## config.mk

```make
export PLATFORM = sky130hd
export DESIGN_NAME = double_ended_queue
export DESIGN_NICKNAME = d
export VERILOG_FILES = /design/src/hdl/dq_pkg.sv /design/src/hdl/double_ended_queue.sv
export SDC_FILE = /design/constraint.sdc
export NUM_CORES = 2
export LEC_CHECK = 0
export BUFFER_PORTS_ARGS = -buffer_cell sky130_fd_sc_hd__buf_4
export CAP_MARGIN = 20
export CORE_ASPECT_RATIO = 0.7
export CORE_MARGIN = 8
export CORE_UTILIZATION = 30
export CTS_CLUSTER_DIAMETER = 150
export DETAILED_ROUTE_END_ITERATION = 10
export SYNTH_ARGS = -nofsm -noshare
export SYNTH_HDL_FRONTEND = slang
export SYNTH_SLANG_ARGS = --single-unit
export TNS_END_PERCENT = 10
```

## constraint.sdc

```tcl
create_clock -name clk -period 10.05 [get_ports clk]
set_clock_uncertainty 0.2 [all_clocks]
set_input_delay 1.5075 -clock clk [delete_from_list [all_inputs] [get_ports clk]]
set_output_delay 1.5075 -clock clk [all_outputs]
set_load 0.01 [all_outputs]
```

## src/hdl/dq_pkg.sv

```systemverilog
// Shared types and codes for the double-ended queue.
// No dependencies; imported by the top level and its checker.
package dq_pkg;

  typedef logic signed [31:0] elem_t;
  typedef logic [2:0]         action_t;
  typedef logic [1:0]         status_t;

  localparam action_t ACT_PUSH_FRONT = 3'd0;
  localparam action_t ACT_PUSH_BACK  = 3'd1;
  localparam action_t ACT_POP_FRONT  = 3'd2;
  localparam action_t ACT_POP_BACK   = 3'd3;
  localparam action_t ACT_LIST       = 3'd4;

  localparam status_t ST_OK    = 2'd0;
  localparam status_t ST_FULL  = 2'd1;
  localparam status_t ST_EMPTY = 2'd2;

endpackage

```

## src/hdl/double_ended_queue.sv

```systemverilog
// Double-ended queue top level: ring store in a synchronous memory,
// head pointer and element count in registers. Depends on dq_pkg.
// A push or pop result is presented the cycle after its item is accepted. A list item
// passes the state register, the read into rd_data and the output register, then one
// element per cycle while the output is taken; the single memory read port sets this pace.
// Throughput: one push/pop item per cycle while output drains; a list holds the input to its end.
// Reset clears head, count, state and output valid; the ring memory is not cleared.
module double_ended_queue #(
  parameter int DEPTH = 64
) (
  input  logic          clk,
  input  logic          rst,
  input  logic          s_axis_tvalid,
  output logic          s_axis_tready,
  input  dq_pkg::elem_t   s_axis_tdata,  // [31:0] value
  input  dq_pkg::action_t s_axis_tuser,  // [2:0] action
  output logic          m_axis_tvalid,
  input  logic          m_axis_tready,
  output dq_pkg::elem_t   m_axis_tdata,  // [31:0] element
  output dq_pkg::status_t m_axis_tuser,  // [1:0] status
  output logic          m_axis_tlast
);
  import dq_pkg::*;

  localparam int AW = (DEPTH > 1) ? $clog2(DEPTH) : 1;
  localparam int CW = $clog2(DEPTH + 1);

  localparam logic ST_IDLE = 1'b0;
  localparam logic ST_LIST = 1'b1;

  function automatic logic [AW-1:0] pos_next(input logic [AW-1:0] p);
    return (p == AW'(DEPTH - 1)) ? '0 : p + AW'(1);
  endfunction

  function automatic logic [AW-1:0] pos_prev(input logic [AW-1:0] p);
    return (p == '0) ? AW'(DEPTH - 1) : p - AW'(1);
  endfunction

  function automatic logic [AW-1:0] ring_pos(input logic [AW-1:0] base,
                                             input logic [AW-1:0] off);
    logic [AW:0] sum;
    sum = {1'b0, base} + {1'b0, off};
    if (sum >= (AW+1)'(DEPTH)) sum = sum - (AW+1)'(DEPTH);
    return sum[AW-1:0];
  endfunction

  logic [31:0]   mem [DEPTH];
  elem_t         rd_data;

  logic [AW-1:0] head;
  logic [CW-1:0] count;
  logic          state;
  logic [AW-1:0] rd_pos;
  logic [CW-1:0] remaining;
  logic          pend;
  logic          pend_last;

  logic          out_valid;
  elem_t         out_elem;
  status_t       out_status;
  logic          out_last;

  logic          out_free;
  logic          out_set;
  logic          accept;
  logic          full;
  logic          empty;
  logic          wr_en;
  logic [AW-1:0] wr_addr;
  logic          rd_en;
  logic          load;

  assign out_free      = !out_valid || m_axis_tready;
  assign s_axis_tready = (state == ST_IDLE) && out_free;
  assign accept        = s_axis_tvalid && s_axis_tready;
  assign full          = (count == CW'(DEPTH));
  assign empty         = (count == '0);

  assign load  = (state == ST_LIST) && pend && out_free;
  assign rd_en = (state == ST_LIST) && (remaining != '0) && (!pend || load);

  // a new result enters the output register this cycle
  assign out_set = load ||
                   (accept && ((s_axis_tuser inside {ACT_PUSH_FRONT, ACT_PUSH_BACK,
                                                     ACT_POP_FRONT, ACT_POP_BACK}) ||
                               (s_axis_tuser == ACT_LIST && empty)));

  always_comb begin
    wr_en   = 1'b0;
    wr_addr = pos_prev(head);
    if (accept && !full) begin
      case (s_axis_tuser)
        ACT_PUSH_FRONT: begin
          wr_en   = 1'b1;
          wr_addr = pos_prev(head);
        end
        ACT_PUSH_BACK: begin
          wr_en   = 1'b1;
          wr_addr = ring_pos(head, count[AW-1:0]);
        end
        default: wr_en = 1'b0;
      endcase
    end
  end

  always_ff @(posedge clk) begin
    if (wr_en) mem[wr_addr] <= s_axis_tdata;
    if (rd_en) rd_data <= mem[rd_pos];
  end

  always_ff @(posedge clk) begin
    if (rst) begin
      head      <= '0;
      count     <= '0;
      state     <= ST_IDLE;
      rd_pos    <= '0;
      remaining <= '0;
      pend      <= 1'b0;
      pend_last <= 1'b0;
      out_valid <= 1'b0;
    end else begin
      if (m_axis_tready && !out_set) out_valid <= 1'b0;

      if (accept) begin
        case (s_axis_tuser)
          ACT_PUSH_FRONT, ACT_PUSH_BACK: begin
            out_valid  <= 1'b1;
            out_elem   <= '0;
            out_last   <= 1'b1;
            out_status <= full ? ST_FULL : ST_OK;
            if (!full) begin
              count <= count + CW'(1);
              if (s_axis_tuser == ACT_PUSH_FRONT) head <= pos_prev(head);
            end
          end
          ACT_POP_FRONT, ACT_POP_BACK: begin
            out_valid  <= 1'b1;
            out_elem   <= '0;
            out_last   <= 1'b1;
            out_status <= empty ? ST_EMPTY : ST_OK;
            if (!empty) begin
              count <= count - CW'(1);
              if (s_axis_tuser == ACT_POP_FRONT) head <= pos_next(head);
            end
          end
          ACT_LIST: begin
            if (empty) begin
              out_valid  <= 1'b1;
              out_elem   <= '0;
              out_last   <= 1'b1;
              out_status <= ST_EMPTY;
            end else begin
              state     <= ST_LIST;
              rd_pos    <= head;
              remaining <= count;
              pend      <= 1'b0;
            end
          end
          default: ;
        endcase
      end

      if (state == ST_LIST) begin
        // read data is held in rd_data until it moves to the output register
        if (load) begin
          out_valid  <= 1'b1;
          out_elem   <= rd_data;
          out_status <= ST_OK;
          out_last   <= pend_last;
          if (pend_last) state <= ST_IDLE;
        end
        if (rd_en) begin
          rd_pos    <= pos_next(rd_pos);
          remaining <= remaining - CW'(1);
          pend_last <= (remaining == CW'(1));
          pend      <= 1'b1;
        end else if (load) begin
          pend <= 1'b0;
        end
      end
    end
  end

  assign m_axis_tvalid = out_valid;
  assign m_axis_tdata  = out_elem;
  assign m_axis_tuser  = out_status;
  assign m_axis_tlast  = out_last;

endmodule

```

# After elaboration in Yosys (flattened, before gate mapping)
# Memory sizes are Yosys's and may differ from the RTL's. A register that Yosys moved wholly into a read port is not among the register bits.
# Index checks and enable logic that the tools add are counted.
classes:
  n_lt_le_gt_ge: 1
  eq_ne: 12
  n_addsub: 8
  bitwise: 1
  n_mux: 63
  reduce_logical: 30
op_table:
  columns: ["op", "count"]
  rows:
  - ["2-to-1 mux 32 bit", 4]
  - ["2-to-1 mux 6 bit", 15]
  - ["one-hot mux 32 bit (2 select lines)", 1]
  - ["2-to-1 mux 7 bit", 7]
  - ["2-to-1 mux 1 bit", 26]
  - ["one-hot mux 7 bit (2 select lines)", 1]
  - ["subtractor 7 x 1 -> 7 bit (second input constant)", 2]
  - ["adder 6 x 1 -> 6 bit (second input constant)", 2]
  - ["equality test 6 bit (second input constant)", 2]
  - ["one-hot mux 6 bit (2 select lines)", 1]
  - ["subtractor 6 x 1 -> 6 bit (second input constant)", 2]
  - ["logical AND 1 bit", 10]
  - ["2-to-1 mux 2 bit", 5]
  - ["adder 6 x 6 -> 7 bit", 1]
  - ["adder 7 x 1 -> 7 bit (second input constant)", 1]
  - ["equality test 7 x 1 -> 1 bit (second input constant)", 1]
  - ["equality test 7 bit (second input constant)", 1]
  - ["greater-or-equal comparator 7 bit (second input constant)", 1]
  - ["logical NOT 7 bit", 1]
  - ["nonzero test 7 bit", 1]
  - ["equality test 3 x 2 -> 1 bit (second input constant)", 2]
  - ["logical NOT 6 bit", 1]
  - ["!= test 2 bit (second input constant)", 3]
  - ["one-hot mux 2 bit (3 select lines)", 1]
  - ["15 further kinds", 23]
totals:
  reg_bits: 65
  elab_cells: 127
  output_inout_bits: 37
  input_bits: 39
  ramBits: 2048
  memories: 1
mem_list:
  columns: ["name", "words", "width", "rd", "rd_ports_with_merged_regs", "write_ports", "line", "source"]
  rows:
  - ["mem", 64, 32, 1, 1, 1, "double_ended_queue.sv:47", "logic [31:0] mem [DEPTH];"]

# Longest topological paths before layout
logic_depth:
  word_depth: 14
  mapped_depth: 9
  ltp_nobuf: 9

# Worst setup path before layout
# No wires, ideal clock.
synth_path:
  path_kind: "input port to flip-flop"
  startpoint: "input port m_axis_tready"
  endpoint: "memory mem[33][0] (enable)"
  t_required_ps: 9429
  t_arrival_ps: 4218
  slack_ps: 5211
  setup_time_ps: 421
  path_buffers: 0
  cell_stages: 6
  cell_sequence: "nand2b_1 -> nand4_1 -> or2_1 -> o32ai_1 -> nand3_2 -> nor2_1"
synth_between:
  elab_chain_cells: 7
synth_rtl:
  columns: ["item", "line", "source"]
  rows:
  - ["from (decl)", "double_ended_queue.sv:18", "input logic m_axis_tready,"]
  - ["logical OR 1 bit *", "double_ended_queue.sv:73", "assign out_free = !out_valid || m_axis_tready;"]
  - ["logical AND 1 bit *", "double_ended_queue.sv:74", "assign s_axis_tready = (state == ST_IDLE) && out_free;"]
  - ["logical AND 1 bit *", "double_ended_queue.sv:75", "assign accept = s_axis_tvalid && s_axis_tready;"]
  - ["logical AND 1 bit *", "double_ended_queue.sv:91", "if (accept && !full) begin"]
  - ["2-to-1 mux 1 bit", "double_ended_queue.sv:91", null]
  - ["2-to-1 mux 1 bit", "double_ended_queue.sv:107", "if (wr_en) mem[wr_addr] <= s_axis_tdata;"]
  - ["2-to-1 mux 1 bit (not written as such)", "double_ended_queue.sv:107", null]
  - ["to (decl)", "double_ended_queue.sv:47", null]
# Mark *: on every way between the ends. The rest lies on a longest branch, timed or not.

==> reports/results.ini <==
[routing]
avgViaCountPerCell = 5.306
drt-wirelength-per-cell_um = 30.05
final_antenna_net_count = 0
drt_wl_total_um = 233700
dr.pass1.iters = 6
drc_errors = 0
vias = 41260
drt_iter0_markers = 6978

[synth]
yosys.area.top_type = edfxtp_1
synth_top_area_share_pct = 76.87
synth_edf_count = 2115
ys_top_cells_by_area = edfxtp_1 (77%), mux4_2 (14%), mux2i_1 (1.1%), dfxtp_1 (0.73%), a21oi_1 (0.71%)
synthFlopType = edfxtp_1
yosysSeqAreaShare_pct = 77.60
synthCells = 3784
postSynthAreaPerCell_sq_um = 21.83
synth_nets = 3841
syn_area_sq_um = 82620
ys_warn_count = 0
postSynth.asyncResetShare_pct = 0
yosysUniqueCellTypes = 72
synth_seq_cells = 2145

[layout]
fin_area_sq_um = 94520
drive_gt1_share_pct = 25.76
seq_area_sq_um = 64130
final_nets = 4007
fin_cells = 7775
multi_input_area_sq_um = 17900
area_growth_syn_to_layout_pct = 14.41
n_fill_cell = 25310
post-route-util_pct = 34.45

[critical_path]
crit_fanout = 44
crit_start = rd_pos[0]
r2r-start = rd_pos[0]
crit_family = compound AO/OA/AOI/OAI gates
cp_num_buf_inv = 2
path_common_cell = buf_4
path_class = reg2reg
r2r_cells = 6
r2r_end = rd_data[2]
slowest_stage = a221oi_1
cp_cell_sequence = buf_4 -> buf_4 -> mux4_2 -> a221oi_1 -> o21ai_1 -> o211a_1
r2r_slack_ps = 4960
crit_path_start_kind = flop
cp.required_ps = 10450
max_stage_delay_ps = 1110
cp.arrival_ps = 5490
worstSetupEndpointType = flop

[die]
fp.dieW_um = 643.2
io_pins = 76
initial_core_util_pct = 30.11
core-area_sq_um = 274400
die_y_um = 455.1
rows = 161
die_area_sq_um = 292700

[clock_tree]
cts_tree = built
numCtsBuffers = 199
clockBufferDepth = 4
cts_root_buffer = clkbuf_16
cts_max_level = 4
cts_resized = 0
clkTransAtPathRegs_ps = 70
clkSinkCount = 2145
clk_latency_ps = 850
postCtsHoldBufs = 0
cts_setup_buffers = 0

[global_route]
grt-ovfl-total = 0
grt_max_degree = 110
grtUsageTotal_pct = 15.45
antenna_found_initial = 25
grt_pass1_vias = 38950
grt_pass1_wl_um = 320800

[power_and_ir_drop]
vdd_drop_max_uv = 130.8
power.leakage_nw = 27.78
p_per_area_nw_per_um2 = 186.1
total_power_mw = 17.59

[sta]
slew_headroom_pct = 10.93
maxSlewViolCount = 0
whs_ps = 255.4
layout_min_cycle_time_ps = 5086
final-setup-viol-count = 0
worst_pin_slew_ps = 1336
finalSetupTns_ps = 0
max_freq_ghz = 0.1966
rsz0062_at_grt = false
period_share_pct = 50.61
timing.final.ws_setup_ps = 4964
hold_viol = 0

[placement]
place_ws_ps = 4065
dpl.cell_count = 7392
numPortBuffers = 75
dp_hpwl_um = 140500
placed_area_sq_um = 87960
gp_congestion = 0.8670

[flow_run]
cap_viol_max_count = 0

[worst_hold_path]
hp-class = reg2reg
hold_depth = 2
worstHoldStart = pend_last
hold_end = pend_last

[run_status]
run_status = complete, no violations

==> flip-flops by register name (all words and copies together), names as in the netlist <==
register	count
m_axis_tvalid	1
m_axis_tlast	1
pend_last	1
remaining	7
mem	2048
m_axis_tdata	32
count	7
head	6
rd_data	32
state	1
pend	1
rd_pos	6
m_axis_tuser	2
==> cells in the mapped netlist (3+ instances only) <==
library cell and instances:
o21bai_1 3, a211oi_1 8, a21oi_1 118, nand3_1 16, a211o_1 3, o22ai_1 43, nand3_2 9, edfxtp_1 2115
nand2b_1 11, xor2_1 7, or2_2 6, o221ai_1 41, buf_2 49, nor2_1 126, ha_1 16, inv_1 15
o21ai_1 19, a221oi_1 59, and2_1 4, buf_4 32, o211a_1 9, clkbuf_1 92, and3_1 8, buf_6 14
o21ai_0 69, nor4_1 3, o21a_1 4, dfxtp_1 30, mux4_2 512, or3_1 7, clkbuf_2 3, o211ai_1 3
nor2b_1 11, mux2i_1 93, a22o_1 32, buf_1 17, mux2_2 3, nand2_1 107, a31oi_1 3, a311oi_1 3
nor3_1 11, xnor2_1 8, nand4_1 4
==> area by class of cell <==
class                           count  share of cell area, %
Clock buffer                      244                  5.470
Clock inverter                    110                 0.9835
Antenna cell                        5                0.01324
Tap cell                         3667                  4.854
Timing Repair Buffer              173                  1.828
Sequential cell                  2145                  67.84
Multi-Input combinational cell   1414                  18.94
Inverter                           17                0.06751
==> worst register-to-register path: stages, from the launching register on <==
cell	delay, ps
dfxtp_4	660
buf_4	650
buf_4	820
mux4_2	660
a221oi_1	1110
o21ai_1	480
o211a_1	250
==> how the worst max path moves through the flow <==
stage	cells past startpoint	slack (ps)	endpoint
6_report	6	4960	rd_data[2]
4_1_cts	7	4990	mem[21][7]
3_3_place_gp	7	4140	mem[20][12]
2_1_floorplan	6	5210	mem[33][0]
5_1_grt	6	4650	rd_data[2]
3_5_place_dp	7	4060	mem[21][7]
==> power by group <==
part	total, mW	internal [mW]	switching (mW)
logic	0.410	0.0777	0.332
clock network	7.29	4.02	3.27
registers	9.89	9.86	0.0283
total	17.6	14.0	3.63
==> cells in the final DEF, fill, tap and decap left out, types with 10 or more instances in the layout <==
cell type | Yosys | routed
ha_1 | 16 | 16
nand2b_1 | 11 | 11
nor2_4 | 1 | 67
clkbuf_16 | 0 | 200
nand2_1 | 107 | 107
nand3_1 | 16 | 15
buf_4 | 32 | 141
nor3_1 | 11 | 11
edfxtp_1 | 2115 | 2115
o22ai_1 | 43 | 43
clkinv_1 | 2 | 52
inv_1 | 15 | 13
clkbuf_1 | 92 | 44
bufinv_16 | 0 | 14
o21ai_1 | 19 | 16
mux4_2 | 512 | 512
dfxtp_1 | 30 | 25
clkinv_2 | 0 | 26
a22o_1 | 32 | 32
nand3_2 | 9 | 10
o21ai_0 | 69 | 69
o221ai_1 | 41 | 41
buf_12 | 0 | 26
nor2_1 | 126 | 59
a221oi_1 | 59 | 58
a21oi_1 | 118 | 118
mux2i_1 | 93 | 93
==> per-layer routing <==
metal	share of wire, %	wire length [um]	global-route usage [%]	vias up
li1	-	-	-	16380
met1	43	101400	23.91	22040
met2	40	94080	20.67	2537
met3	13	31530	4.856	301
met4	2.8	6641	4.052	4
met5	0.010	24	0	-
==> kinds of logic (layout without fill, tap and decap cells) <==
| kind of cell | count (synthesis) | in the layout | synth area share [%] |
|---|---|---|---|
| flip-flops | 2145 | 2145 | 77.60 |
| multiplexers | 610 | 610 | 15.16 |
| AO/OA/AOI/OAI | 434 | 434 | 3.515 |
| AND/OR/NAND/NOR | 337 | 337 | 1.892 |
| buffers and inverters | 225 | 544 | 1.387 |
| adder cells (fa/ha/maj) | 18 | 18 | 0.2908 |
| XOR/XNOR | 15 | 15 | 0.1590 |
| other | 0 | 5 | 0 |
No activity file was read; power rests on OpenSTA's default activity.
